## src/sv/mhpa_pkg.sv

```systemverilog
// Shared types, constants and state codes of the motion hot-point accumulator.
package mhpa_pkg;

    // Fixed field widths of the transaction payloads and the config port
    localparam int ACC_W      = 24;
    localparam int GREY_W     = 8;
    localparam int HX_W       = 14;
    localparam int HY_W       = 13;
    localparam int CFG_W_W    = 11;
    localparam int CFG_H_W    = 10;
    localparam int CFG_DATA_W = 24;
    localparam int CFG_IDX_W  = 2;

    localparam logic [ACC_W-1:0] ACC_MAX = {ACC_W{1'b1}};

    localparam logic [CFG_W_W-1:0]    RST_FRAME_WIDTH     = 11'd640;
    localparam logic [CFG_H_W-1:0]    RST_FRAME_HEIGHT    = 10'd480;
    localparam logic [CFG_DATA_W-1:0] RST_POWER_THRESHOLD = 24'd1000;

    typedef enum logic [CFG_IDX_W-1:0] {
        CFG_FRAME_WIDTH     = 2'd0,
        CFG_FRAME_HEIGHT    = 2'd1,
        CFG_POWER_THRESHOLD = 2'd2
    } cfg_index_t;

    localparam logic KIND_CLEAR = 1'b1;

    typedef struct packed {
        logic              kind;
        logic [GREY_W-1:0] current_pixel;
        logic [GREY_W-1:0] previous_pixel;
    } mhpa_in_t;

    typedef struct packed {
        logic [ACC_W-1:0] peak_power;
        logic [HX_W-1:0]  hot_x;
        logic [HY_W-1:0]  hot_y;
        logic             threshold_crossed;
    } mhpa_out_t;

    typedef enum logic [3:0] {
        ST_IDLE,
        ST_ADDR,
        ST_REDUCE,
        ST_READ,
        ST_SUM,
        ST_UPDATE,
        ST_START_X,
        ST_DIV_X,
        ST_START_Y,
        ST_DIV_Y,
        ST_FINISH
    } mhpa_state_t;

    // Controller -> datapath
    typedef struct packed {
        logic load;
        logic clear;
        logic addr;
        logic reduce;
        logic read;
        logic sum;
        logic update;
        logic div_start_x;
        logic capture_x;
        logic div_start_y;
        logic finish;
    } mhpa_cmd_t;

    // Datapath -> controller
    typedef struct packed {
        logic reduce_last;
        logic frame_end;
        logic div_busy;
        logic out_full;
    } mhpa_status_t;

endpackage

```

## src/sv/mhpa_ctrl.sv

```systemverilog
// Sequencing state machine of the motion hot-point accumulator.
module mhpa_ctrl
    import mhpa_pkg::*;
(
    input  logic         clk,
    input  logic         rst_n,
    input  logic         in_valid,
    input  logic         in_kind,
    output logic         in_ready,
    input  mhpa_status_t status,
    output mhpa_cmd_t    cmd
);

    mhpa_state_t state_reg;
    mhpa_state_t state_next;

    always_ff @(posedge clk or negedge rst_n)
    begin
        if (!rst_n)
        begin
            state_reg <= ST_IDLE;
        end
        else
        begin
            state_reg <= state_next;
        end
    end

    always_comb
    begin
        state_next = state_reg;
        case (state_reg)
            ST_IDLE:
            begin
                if (in_valid && (in_kind != KIND_CLEAR))
                begin
                    state_next = ST_ADDR;
                end
            end
            ST_ADDR:    state_next = ST_REDUCE;
            ST_REDUCE:
            begin
                if (status.reduce_last)
                begin
                    state_next = ST_READ;
                end
            end
            ST_READ:    state_next = ST_SUM;
            ST_SUM:     state_next = ST_UPDATE;
            ST_UPDATE:  state_next = status.frame_end ? ST_START_X : ST_IDLE;
            ST_START_X: state_next = ST_DIV_X;
            ST_DIV_X:
            begin
                if (!status.div_busy)
                begin
                    state_next = ST_START_Y;
                end
            end
            ST_START_Y: state_next = ST_DIV_Y;
            ST_DIV_Y:
            begin
                if (!status.div_busy)
                begin
                    state_next = ST_FINISH;
                end
            end
            ST_FINISH:
            begin
                if (!status.out_full)
                begin
                    state_next = ST_IDLE;
                end
            end
            default:    state_next = ST_IDLE;
        endcase
    end

    always_comb
    begin
        cmd      = '0;
        in_ready = 1'b0;
        case (state_reg)
            ST_IDLE:
            begin
                in_ready  = 1'b1;
                cmd.load  = in_valid && (in_kind != KIND_CLEAR);
                cmd.clear = in_valid && (in_kind == KIND_CLEAR);
            end
            ST_ADDR:    cmd.addr = 1'b1;
            ST_REDUCE:  cmd.reduce = 1'b1;
            ST_READ:    cmd.read = 1'b1;
            ST_SUM:     cmd.sum = 1'b1;
            ST_UPDATE:  cmd.update = 1'b1;
            ST_START_X: cmd.div_start_x = 1'b1;
            ST_DIV_X:   cmd.capture_x = !status.div_busy;
            ST_START_Y: cmd.div_start_y = 1'b1;
            ST_DIV_Y:   cmd = '0;
            ST_FINISH:  cmd.finish = !status.out_full;
            default:    cmd = '0;
        endcase
    end

endmodule

```

## config.mk

```make
export PLATFORM = sky130hd
export DESIGN_NAME = mhpa_ctrl
export DESIGN_NICKNAME = d
export VERILOG_FILES = /design/src/sv/mhpa_pkg.sv /design/src/sv/mhpa_ctrl.sv
export SDC_FILE = /design/constraint.sdc
export NUM_CORES = 1
export LEC_CHECK = 0
export ABC_AREA = 1
export ABC_CLOCK_PERIOD_IN_PS = 2570
export BUFFER_PORTS_ARGS = -buffer_cell sky130_fd_sc_hd__buf_4
export CAP_MARGIN = 10
export CORE_AREA = 2 2 39 41
export CTS_CLUSTER_SIZE = 14
export DETAILED_ROUTE_END_ITERATION = 16
export DIE_AREA = 0 0 41 43
export PLACE_DENSITY_LB_ADDON = 0.2
export SLEW_MARGIN = 10
export SYNTH_ARGS = -nofsm -noshare
export SYNTH_HDL_FRONTEND = slang
export SYNTH_SLANG_ARGS = --single-unit
```

## constraint.sdc

```tcl
create_clock -name clk -period 2.57 [get_ports clk]
set_input_delay 0.257 -clock clk [delete_from_list [all_inputs] [get_ports clk]]
set_output_delay 0.257 -clock clk [all_outputs]
set_load 0.005 [all_outputs]
```

# --- Yosys cells after proc, flatten, opt, wreduce, memory -nomap -nowiden ---
# Index checks and enable logic that the tools add are counted.
word_totals:
  romBits: 0
  mem_count: 0
  ram_bits: 0
  latch_bits: 0
  ff_bits: 4
classes:
  n_mul: 0
  magnitude_cmp: 0
  n_shift: 0
  mux: 18
  div_mod_pow: 0
  reduce_logical: 6
  n_bitwise: 1
  eq_ne: 15
  addsub: 0
op_table:
  columns: ["cell", "n"]
  rows:
  - ["4-bit case mux with 11 select lines", 1]
  - ["4-bit two-way mux", 5]
  - ["4-bit by 3-bit equality test with 1-bit output (second input constant)", 4]
  - ["4-bit equality test (second input constant)", 3]
  - ["1-bit two-way mux", 10]
  - ["2-bit inequality test (second input constant)", 5]
  - ["4-bit by 2-bit equality test with 1-bit output (second input constant)", 2]
  - ["5-bit AND reduction", 1]
  - ["4-bit by 1-bit equality test with 1-bit output (second input constant)", 1]
  - ["4-bit zero test", 1]
  - ["3-bit two-way mux", 1]
  - ["1-bit logical AND", 2]
  - ["1-bit zero test", 2]
  - ["2-bit two-way mux", 1]
  - ["1-bit inverter", 1]

# --- Logic depth before layout (Yosys ltp) ---
# Gate-level depths: netlist (run 1).
depth:
  ltp_word: 4
  mapped_depth: 9
  depth_no_buf: 8

# --- Worst setup path after synthesis (run 1) ---
# OpenSTA, ideal clock, no wires.
synth_timing:
  path_kind: "flip-flop to output port"
  startpoint: "register state_reg[3]"
  endpoint: "output port cmd[10] (netlist bit)"
  arrival_time_ns: 0.992
  setup_slack_ns: 1.321
  path_buffers: 0
  stages_incl_launch_ff: 6
  path_cell_list: "dfrtp_1 -> nor2_2 -> inv_2 -> nor2_1 -> inv_2 -> nor2_1"
synth_rtl:
  columns: ["element", "line_no", "rtl"]
  rows:
  - ["start: declaration", "mhpa_ctrl.sv:14", "mhpa_state_t state_reg;"]
  - ["start signal: assignment", "mhpa_ctrl.sv:25", "state_reg <= state_next;"]
  - ["end: declaration", "mhpa_ctrl.sv:11", "output mhpa_cmd_t cmd"]

==> results by stage, run 1 <==
Clocking:
- Clock-pin slew was measured on the worst setup and hold paths at ~0.030 ns.
- The clock sink count is 4.
- In this run, CTS created clock tree buffers numbering 3.
- The clock network latency to the later pin of the worst-skew pair is 0.23 ns.
- TritonCTS built the clock tree.
- The tree is rooted in a clkbuf_4.
- The number of buffers on the longest clock path is 2.
- The number of buffers added for setup after CTS is 0.
- The H-tree depth reported by CTS is 1.
- Gates resized during post-CTS repair numbered 0.

Timing:
- On the final layout, the worst clock skew is approximately 0.0026 ns.
- Setup violations remaining at the end of the flow were counted as 0.
- The worst hold slack after final layout is 0.3282 ns.
- After routing, the total negative slack on setup checks comes to 0 ns.
- The transition at the pin with the smallest max-transition slack is 0.3123 ns.
- Setup repair after global routing left no endpoint under its margin.
- The number of endpoints with negative hold slack in the final report was 0.
- In the post-route analysis, the smallest setup slack over all paths is 0.9246 ns.
- Dividing the final minimum period by the clock period gives 64.02%.
- The worst pin sits at a relative slew slack of 79.18%.
- The clock period minus final worst setup slack is roughly 1.6 ns.
- The total count of max-transition violations in the final report is 0.
- Derived from the worst setup path, the maximum achievable clock frequency is 0.6077 GHz.

Routing:
- The total length of routed wires is around 960 um.
- The first-iteration detailed-routing DRC count is 6.
- The remaining design rule violation count is 0.
- The detailed router placed ~470 vias in this run.
- After detailed routing, the average wire length per cell comes to ~9 um.
- The first-pass iteration count of the detailed router is 4.
- In this run the remaining antenna-violating nets after routing total 0.
- The via count normalized by instance count is between 4 and 5.

Worst hold path:
- The worst hold path begins at status[1].
- The class of the tightest hold or removal check is in -> reg.

Pwr:
- The worst-case IR drop observed on VDD is 453.0 uV.
- The total power density per cell area is roughly 1100 mW/mm2.
- In this run the static leakage power is between 0.0003 and 0.0004 uW.
- The overall power after layout is approximately 630 uW.

Setup path:
- On the critical path, the stage with the largest delay is an instance of dfrtp_1.
- The arrival time of the worst setup path is around 1.4 ns.
- The largest stage delay on the critical path is between 0.4 and 0.5 ns.
- The type of origin of the critical path is a register.
- The source of the critical timing path is state_reg[3].
- Along the worst path, the maximum fanout reaches 5.
- The critical path goes through nor2_2 -> inv_2 -> nor2_1 -> inv_2 -> nor2_1 -> buf_4.
- The type of the setup path with the least slack is reg -> out.
- The startpoint identified for the worst register-to-register timing path is state_reg[3].
- The critical path endpoint category is a primary output.
- STA puts the critical path data required time at roughly 2.3 ns.

Cells and area:
- In the final layout, the share of cells above drive strength 1 is roughly 40%.
- The repair_antennas step left the layout with diodes totalling 0.
- The area overhead of the layout relative to synthesis is 45.51%.
- The net count of the finished layout is around 100.
- The register with the most flip-flops in the layout has 4 of them.
- The share of the core filled with cells in the final layout is 42.50%.

Place:
- At the end of routability-driven placement, the weighted congestion stood at between 0.7 and 0.8.
- Once detailed placement completed, the half-perimeter wirelength came to around 800 um.
- The count of buffers added on input and output ports is 19.
- Timing analysis after detailed placement gives a worst setup slack of about 1.2 ns.

Global routing:
- Global routing finished with a remaining overflow of 0.
- The met3 track demand over resource is around 1.6%.
- The initial antenna violation count came to 0.
- The pin count of the biggest net entering global routing is 9.
- The via count of the first global-routing pass came to roughly 450.
- The global-route met1 utilization is 17.26%.
- The overall fraction of global-route tracks in use is 13.41%.
- The busiest metal layer after global routing is met2.
- The wire length of the first global-routing pass is between 1.5 and 2 mm.
- The met2 layer usage reported by global route is around a fifth.

Flow run:
- The count of maximum capacitance violations is 0.

Status:
- The run finished with clean final reports.

Floorplan:
- The standard cell core area is 0.001384 mm2.
- In this run the count of I/O pins placed on the die edge is 20.
- The initial standard-cell utilization of the core is between 20 and 30%.
- The die span in y is about 43 um.
- After floorplanning, the core was divided into 14 placement rows.
- Measured along the x axis, the die boundary spans between 40 and 50 um.
- The die footprint is 0.001763 mm2.

Logic synthesis:
- The sequential cell area fraction in the yosys report is around a quarter.
- Counting every net in the synthesized netlist gives between 70 and 80.
- Yosys printed 0 warnings.
- The number of storage elements in the synthesis netlist is 4.
- The number of instances in the synthesized netlist is 70.
- Ranked by total cell area, the synthesized netlist is headed by dfrtp_1, nand2_1, nand3_1.
- In this run the cell area of the synthesized design comes to slightly above 400 um2.
- The largest area contributor in the netlist is dfrtp_1.
- Synthesis instantiated 15 different standard cells from the library.
- A synthesized cell averages just under 6 um2.
- The top cell type by area accounts for between 20 and 25% of the synthesized area.
final cells by class:
class / instances / area [um2]
sequential: 4 / 100.1
clock buffer: 3 / 22.52
tap: 16 / 20.02
multi-input combinational: 49 / 232.7
fill: 159 / 795.8
timing repair buffer: 20 / 152.6
inverter: 16 / 60.06
placed cells by master (no fill, tap or decap), drive strengths merged:
master       synthesis  routed
o2111ai              1       1
clkbuf               0       3
nor3                 1       1
dfrtp                4       4
inv                 16      16
o21ai                1       1
nand3               10      10
nand2               19      19
buf                  1      19
nor2                16      16
a21oi                1       1
dlygate4sd3          0       1
kinds of logic after synthesis:
group	synth area share (%)
flip-flops	24.77
AO/OA/AOI/OAI	4.642
buffers and inverters	17.65
AND/OR/NAND/NOR	52.94
layer usage:
| metal | part of all wire (%) | wire length, um | vias up |
|---|---|---|---|
| met4 | 0 | 0 | 0 |
| met2 | 48 | 458 | 12 |
| met5 | 0 | 0 | - |
| met1 | 45 | 433 | 198 |
| li1 | - | - | 257 |
| met3 | 6.9 | 66 | 0 |
stage by stage:
step           cells  area [um2]
6_report         108       588.1
5_1_grt          108       588.1
4_1_cts          108       588.1
3_5_place_dp     104       555.5
3_3_place_gp     104       555.5
2_1_floorplan     70       404.1
cells in the mapped netlist, drive strengths merged:
master	count
a21oi	1
buf	1
dfrtp	4
inv	16
nand2	19
nand3	10
nor2	16
nor3	1
o2111ai	1
o21ai	1
path summary, 6_finish.rpt:
check                               end  slack (ns)  cells after the start
max                              cmd[9]        0.92                      6
min                        state_reg[2]        0.33                      3
max reg2reg                state_reg[3]        1.32                      6
min reg2reg                state_reg[1]        0.60                      2
max in group asynchronous  state_reg[3]        2.12                      2
min in group asynchronous  state_reg[0]        0.35                      2
report_power, final:
part | internal (uW) | total [uW] | switching, uW
Sequential | 93.5 | 150 | 56.6
Combinational | 174 | 403 | 228
Clock | 52.0 | 75.2 | 23.2
critical path: cells and delay by family (launching register included):
kind	cells	cell delay, ns
buffers and inverters	3	0.22
flip-flops	1	0.44
AND/OR/NAND/NOR	3	0.50
what timing repair did:
item | 4_1_cts | 5_1_grt
endpoints found under the setup margin | 0 | 0
hold endpoints to repair | 4 | 0
hold buffers | 1 | 0
No activity file was read; power rests on OpenSTA's default activity.
==> run 2, diff against run 1 <==
--- a/config.mk
+++ b/config.mk
@@ -6,7 +6,7 @@
 export NUM_CORES = 1
 export LEC_CHECK = 0
 export ABC_AREA = 1
-export ABC_CLOCK_PERIOD_IN_PS = 2570
+export ABC_CLOCK_PERIOD_IN_PS = 1400
 export BUFFER_PORTS_ARGS = -buffer_cell sky130_fd_sc_hd__buf_4
 export CAP_MARGIN = 10
 export CORE_AREA = 2 2 39 41
==> constraint.sdc (replaced) <==
create_clock -name clk -period 1.4 [get_ports clk]
set_input_delay 0.14 -clock clk [delete_from_list [all_inputs] [get_ports clk]]
set_output_delay 0.14 -clock clk [all_outputs]
set_load 0.005 [all_outputs]
==> results by stage, run 2 (same netlist as run 1, synthesis figures left out) <==
Timing:
- Setup slack closes at ~0.055 ns.
- Setup repair after global routing could not meet its margin everywhere.
- Clock skew on the completed layout was measured at between 0.003 and 0.004 ns.
- The transition at the pin with the smallest max-transition slack is 0.1933 ns.
- Based on the critical path, the design can be clocked at up to between 0.7 and 0.8 GHz.
- The smallest clock period supported by the final layout is computed as between 1 and 1.5 ns.
- Setup violations remaining at the end of the flow were counted as 0.
- The total count of max-transition violations in the final report was 0.
- The number of endpoints with negative hold slack in the final report is 0.
- The worst pin sits at a relative slew slack of 87.06%.
- The share of the clock period used by the worst path is ~96%.

Cells and area:
- The area overhead of the layout relative to synthesis is 57.89%.
- The most common cell after layout, fill and taps aside is buf_4.
- Cells with a size suffix above 1 make up about half of the layout.
- Across the whole layout, storage elements account for 105.1 um2.
- The flip-flop count of the largest register after layout is 4.
- 0 antenna diodes ended up in the layout.
- In the layout the commonest cells are buf_4, nand2_1, inv_1, nor2_1, nand3_1.
- After filler insertion, the fill cell instance count of the layout stands at roughly 150.
- The number of nets in the final layout is about 110.
- Summing all multi-input logic gate instances after layout gives between 200 and 300 um2.
- The final cell count without fillers is 111.
- The summed area of non-filler cells in the final layout is around 640 um2.

Floorplan:
- In this run the standard cell core region covers approximately 0.0014 mm2.
- The die span in y is 43 um.
- The width of the chip is approximately 40 um.
- The I/O pin total is 20.
- The initial utilization of the core area, before any placement, comes to a little under 30%.
- The floorplan step defined a die boundary enclosing 0.001763 mm2.
- The initialized floorplan defines 14 standard-cell rows.

Global routing:
- The initial antenna violation count is 0.
- The via count of the first global-routing pass is 469.
- Summed over all layers, the global routing overflow is 0.
- Entering global routing, the biggest net connects 7 pins.
- The overall fraction of global-route tracks in use is around 14%.
- The wire length of the first global-routing pass is roughly 1.7 mm.

Routing:
- The first-iteration detailed-routing DRC count is 7.
- The via count normalized by instance count is 4.432.
- The count of nets left with antenna violations once routing finished came out at 0.
- After detailed routing, the average wire length per cell comes to approximately 9 um.
- The final layout contains routed wiring with a total length of ~1 mm.
- The remaining design rule violation count is 0.
- The final route contains a little under 500 vias.
- The first detailed-routing pass ran for 4 iterations.

Setup path:
- The type of the setup path with the least slack is reg -> out.
- The arrival time of the worst setup path is 1.20 ns.
- At the worst endpoint, the required time is approximately 1.3 ns.
- The type of origin of the critical path is a register.
- The worst setup path is captured at a primary output.
- The largest fanout on the critical path is 5.

Pwr:
- The internal power component is 680.1 uW.
- Net switching is 47.77% of the power.
- The peak ir drop on the vdd network is 861.6 uV.
- Per report_power, the clock group accounts for 10.7% of the total.
- The total power density per cell area is 2041 mW/mm2.
- In this run the static leakage power is about 0.00036 uW.
- The switching power summed over all nets is 622.1 uW.
- The fraction of power consumed by combinational cells is between 60 and 70%.
- Per report_power, the sequential group accounts for between 20% and 30% of the total.

Place:
- Buffers placed on the I/O ports in this run total 19.
- The cell total after placement is 104.
- The minimum setup slack after placement is 0.1037 ns.
- The post-placement cell area is approximately 560 um2.
- The final weighted congestion in routability-driven placement is 0.7610.
- Once detailed placement completed, the half-perimeter wirelength came to roughly 800 um.

Clocking:
- The clock transition at the registers of the reported paths is 0.03 ns.
- The clock network latency to the later pin of the worst-skew pair is between 0.2 and 0.25 ns.
- TritonCTS built the clock tree.
- The tree built by TritonCTS fans out to 4 sinks.
- The buffer type at the clock tree root is clkbuf_4.
- The TritonCTS buffer count is 3.
- In this run the number of H-tree levels came out at 1.
- The clock passes through at most 2 buffers.

Status:
- The run finished with clean final reports.

Flow run:
- The count of maximum capacitance violations is 0.

Worst hold path:
- The path class of the tightest hold or removal check is in -> reg.
## run 2: cell count changes in the layout (fill, tap and decap cells not counted), moves of 2 or more
| cell | before | now |
|---|---|---|
| nor2_1 | 12 | 9 |
| dfrtp_1 | 4 | 0 |
| dfrtp_2 | 0 | 4 |
| buf_4 | 19 | 22 |
| nor2_4 | 1 | 3 |
## run 2: layer usage
layer | GRT usage, % | up-vias | share of wire [%]
li1 | - | 264 | -
met1 | 18.51 | 216 | 43
met2 | 21.56 | 12 | 50
met3 | 1.571 | 0 | 6.6
met4 | 8.000 | 0 | 0
met5 | 0 | - | 0
## run 2: stage by stage
| step | TNS, ns | total power [uW] | utilization (%) | hold WS [ns] |
|---|---|---|---|---|
| after CTS | 0 | 1299 | 45.39 | 0.2073 |
| after detailed placement | 0 | 1024 | 40.14 | -0.06363 |
| after floorplan | 0 | 784.6 | - | -0.1556 |
| after global routing | -0.1762 | 1463 | 46.11 | 0.2111 |
| after global placement | 0 | 1022 | 40.14 | -0.06154 |
| final | 0 | 1302 | 46.11 | 0.2126 |
## run 2: final cells by class
type	count	share of cell area (%)
tap	16	3.137
clock buffer	3	3.529
multi-input combinational	49	40.00
inverter	16	9.412
timing repair buffer	23	27.45
sequential	4	16.47
## run 2: power groups by stage
stage               Combinational (uW)  Clock (uW)  Sequential (uW)
finish                             881         139              282
global route                      1010         161              292
CTS                                874         149              276
detailed placement                 747           0              277
global placement                   747           0              275
floorplan                          556           0              228
## run 2: final timing paths
kind                                   start            to  slack [ns]  cells after the start
worst max-delay path            state_reg[3]        cmd[9]        0.06                      6
worst min-delay path               status[1]  state_reg[2]        0.21                      3
worst max register to register  state_reg[0]  state_reg[3]        0.14                      9
worst min register to register  state_reg[1]  state_reg[1]        0.57                      2
max in group asynchronous              rst_n  state_reg[3]        1.05                      2
min in group asynchronous              rst_n  state_reg[0]        0.24                      2
## run 2: critical path, cell delays in order, from the launching register on
cell     delay [ns]
dfrtp_2        0.46
nor2_4         0.12
inv_2          0.05
nor2_2         0.12
inv_2          0.04
nor2_1         0.08
buf_4          0.11
## run 2: repair_timing
item,CTS,global route
endpoints found under the hold margin,4,0
hold buffers,1,0
endpoints found under the setup margin,6,6
setup buffers,3,0
pin swaps,1,1
gates resized for setup,7,3
==> run 3, diff against run 2 <==
--- a/config.mk
+++ b/config.mk
@@ -5,7 +5,6 @@
 export SDC_FILE = /design/constraint.sdc
 export NUM_CORES = 1
 export LEC_CHECK = 0
-export ABC_AREA = 1
 export ABC_CLOCK_PERIOD_IN_PS = 1400
 export BUFFER_PORTS_ARGS = -buffer_cell sky130_fd_sc_hd__buf_4
 export CAP_MARGIN = 10
@@ -13,7 +12,7 @@
 export CTS_CLUSTER_SIZE = 14
 export DETAILED_ROUTE_END_ITERATION = 16
 export DIE_AREA = 0 0 41 43
-export PLACE_DENSITY_LB_ADDON = 0.2
+export PLACE_DENSITY = 0.66
 export SLEW_MARGIN = 10
 export SYNTH_ARGS = -nofsm -noshare
 export SYNTH_HDL_FRONTEND = slang
==> results by stage, run 3 <==
Global routing:
- The pin count of the biggest net entering global routing is 10.
- The remaining global-route overflow is 0.
- For met1 alone, demand over resource in global routing was between 10% and 20%.
- In the global route stage, met2 resource usage came out at between 20% and 30%.
- The initial antenna violation count came to 0.
- The met3 track demand over resource is 0%.
- The overall fraction of global-route tracks in use is 14.75%.
- The first global-routing pass estimated approximately 1.8 mm of wire.
- The busiest metal layer after global routing is met2.
- The via count of the first global-routing pass came to 456.

Status:
- The flow ran to the end, but the final reports show violations.
- The checks that failed: negative setup slack.

Clocking:
- The later pin in the worst-skew pair is clocked with a latency of around 0.23 ns.
- Clock-pin slew was measured on the worst setup and hold paths at approximately 0.030 ns.
- The number of buffers on the longest clock path is 2.
- CTS placed an instance of clkbuf_4 at the clock tree root.
- The clock net in this run drives a total of 4 sinks.
- The H-tree depth reported by CTS is 1.
- The TritonCTS buffer count is 3.
- The TritonCTS clock tree is done.

Logic synthesis:
- The number of storage elements in the synthesis netlist is 4.
- The share of synthesized registers carrying an async set or reset is between 90% and 100%.
- The count of flip-flops with a built-in enable after synthesis is 0.
- The synthesized design devotes to its leading area cell type between 20% and 30% of total area.
- Yosys mapped the design onto 21 distinct sky130hd cell types.
- The sequential cell area fraction in the yosys report is 24.32%.
- After synthesis, the cell types taking the most area are dfrtp_1, nand2b_1, nor3_1.
- The number of instances in the synthesized netlist is between 40 and 50.
- The largest area contributor in the netlist is dfrtp_1.
- Counting instances in the post-synthesis netlist gives the leading cell types as nand2b_1, nor3_1, nor2_1.
- The most used flip-flop cell after synthesis is dfrtp_1.
- The number of nets in the synthesized netlist is 57.
- Yosys printed 0 warnings.
- The combined area of all synthesized cells is a little over 400 um2.
- In this run the mean area of a mapped cell was about 8.4 um2.

Floorplan:
- The width of the chip is ~41 um.
- The initial standard-cell utilization of the core is between 20 and 30%.
- The placement row count is 14.
- The die footprint is between 0.0015 and 0.002 mm2.
- The die span in y is around 43 um.
- The I/O pin total is 20.
- The standard cell core area is 0.001384 mm2.

Routing:
- The total length of routed wires is around 1.3 mm.
- Summing over every cut layer, the via total after detailed routing is between 400 and 500.
- The antenna violation net count after detailed routing is 0.
- The first-iteration detailed-routing DRC count is 1.
- After detailed routing, the number of remaining DRC violations is 0.
- The first detailed-routing pass took 2 iterations.
- The via count normalized by instance count is 4.931.
- Dividing the detail-routed wire length by the instance count gives 12.50 um.

Timing:
- The tightest slew margin relative to the limit is between 80% and 90%.
- The aggregate negative setup slack is -0.6949 ns.
- For the final database, setup skew stands at roughly 0.00063 ns.
- The share of the clock period used by the worst path is 109.4%.
- Setup repair after global routing could not meet its margin everywhere.
- After layout, the minimum clock period comes to about 1.5 ns.
- The number of endpoints with negative hold slack in the final report is 0.
- After layout, the worst setup slack is -0.1322 ns.
- The total count of max-transition violations in the final report came to 0.
- The final-report setup violation count is 11.
- Timing would allow up to 0.6527 GHz.
- At the pin with the least slew margin, the transition time is around 0.23 ns.

Place:
- Detailed placement finished with a half-perimeter wire length of approximately 800 um.
- The final weighted congestion in routability-driven placement is roughly 0.73.
- The number of port buffers is 19.
- The minimum setup slack after placement is -0.08783 ns.

Cells and area:
- The area overhead of the layout relative to synthesis is 115.5%.
- The most common cell after layout, fill and taps aside is buf_4.
- The flip-flop count of the largest register after layout is 4.
- The number of nets in the final layout is 95.
- The proportion of layout cells with a drive suffix above 1 is approximately 76%.
- The number of antenna cells inserted is 0.
- The library cells used most frequently in the layout, excluding fill and tap cells, are buf_4, buf_6, nand2b_4.
- The fill cell total of the finished layout is ~120.

Flow run:
- The count of maximum capacitance violations is 0.

Pwr:
- VDD sags by at most around 890 uV.
- In this run the static leakage power is between 0.0004 and 0.0005 uW.
- Power spread over the standard cell area amounts to 2002 mW/mm2.

Setup path:
- The largest fanout on the critical path is 3.
- The type of the setup path with the least slack is reg -> out.
- The data required time at the worst endpoint is 1.26 ns.
- Data on the critical path arrives at its endpoint at about 1.4 ns.
- Walking the worst path, the cells encountered are nor4_4 -> buf_4 -> nand2_1 -> nor2_1 -> buf_4.
- The critical path crosses 5 cells after its start point.
- STA classifies the critical path startpoint as a register.
- The critical path's most frequent cell is buf_4.
- The family with the most delay on the worst path is simple AND/OR/NAND/NOR gates.
- On the worst path, the slowest cell contributes a delay of between 0.4 and 0.5 ns.
- The count of buffering cells on the critical path with inverters included is 2.
- The worst setup path is captured at a primary output.
- Measured in cells, the most critical reg-to-reg path has a length of 4.
- For this design, the slowest cell found on the critical path is dfrtp_2.

Worst hold path:
- The number of stages on the worst hold path is 3.
- The path class of the tightest hold or removal check is in -> reg.
-- run 3: tightest hold or removal path: stages --
cell and delay (ns):
buf_4 0.13, a21oi_1 0.07, nor2_1 0.08
-- run 3: path summary, 6_finish.rpt --
path                                 to  slack, ns         start
max                             cmd[10]      -0.13  state_reg[2]
min                        state_reg[0]       0.23     status[1]
max reg2reg                state_reg[3]      -0.10  state_reg[3]
min reg2reg                state_reg[1]       0.75  state_reg[1]
max in group asynchronous  state_reg[3]       1.05         rst_n
min in group asynchronous  state_reg[0]       0.24         rst_n
-- run 3: layer usage --
metal	vias to the layer above	part of all wire [%]
li1	244	-
met1	233	37
met2	19	55
met3	2	6.8
met4	0	1.3
met5	-	0
-- run 3: cell families after synthesis --
group                  after synthesis  share of synthesized area, %
AOI/OAI and AO/OA                   10                         19.45
buffers and inverters                6                         9.421
DFF                                  4                         24.32
muxes                                3                         10.64
and+or+nand+nor                     26                         36.17
-- run 3: repair_timing --
action / 4_1_cts / 5_1_grt
setup buffers: 5 / 3
pin swaps: 4 / 5
gates resized for setup: 18 / 18
endpoints found under the setup margin: 10 / 14
hold buffers: 1 / 0
endpoints found under the hold margin: 4 / 0
-- run 3: power by group --
part	switching (uW)	leakage (uW)	internal (uW)
Clock	41.4	0.0000138	95.5
Sequential	78.3	0.0000455	175
Combinational	591	0.000347	796
Total	710	0.000407	1070
-- run 3: through the flow --
stage | hold slack, ns | utilization, % | instance area [um2] | std cells | total power (uW)
after global routing | 0.2552 | 64.10 | 887.1 | 101 | 1887
after global placement | -0.06363 | 44.67 | 618.1 | 89 | 1113
after CTS | 0.2211 | 55.88 | 773.2 | 98 | 1543
after detailed placement | -0.06362 | 44.67 | 618.1 | 89 | 1122
after floorplan | -0.1556 | - | 419.2 | 49 | 780.9
final | 0.2318 | 64.10 | 887.1 | 101 | 1776
-- run 3: area by class of cell --
cell class	instances	area [um2]	area share, %
Timing Repair Buffer	37	334.1	37.66
Multi-Input combinational cell	39	397.9	44.85
Clock buffer	3	22.52	2.539
Tap cell	16	20.02	2.257
Sequential cell	4	105.1	11.85
Inverter	2	7.507	0.8463
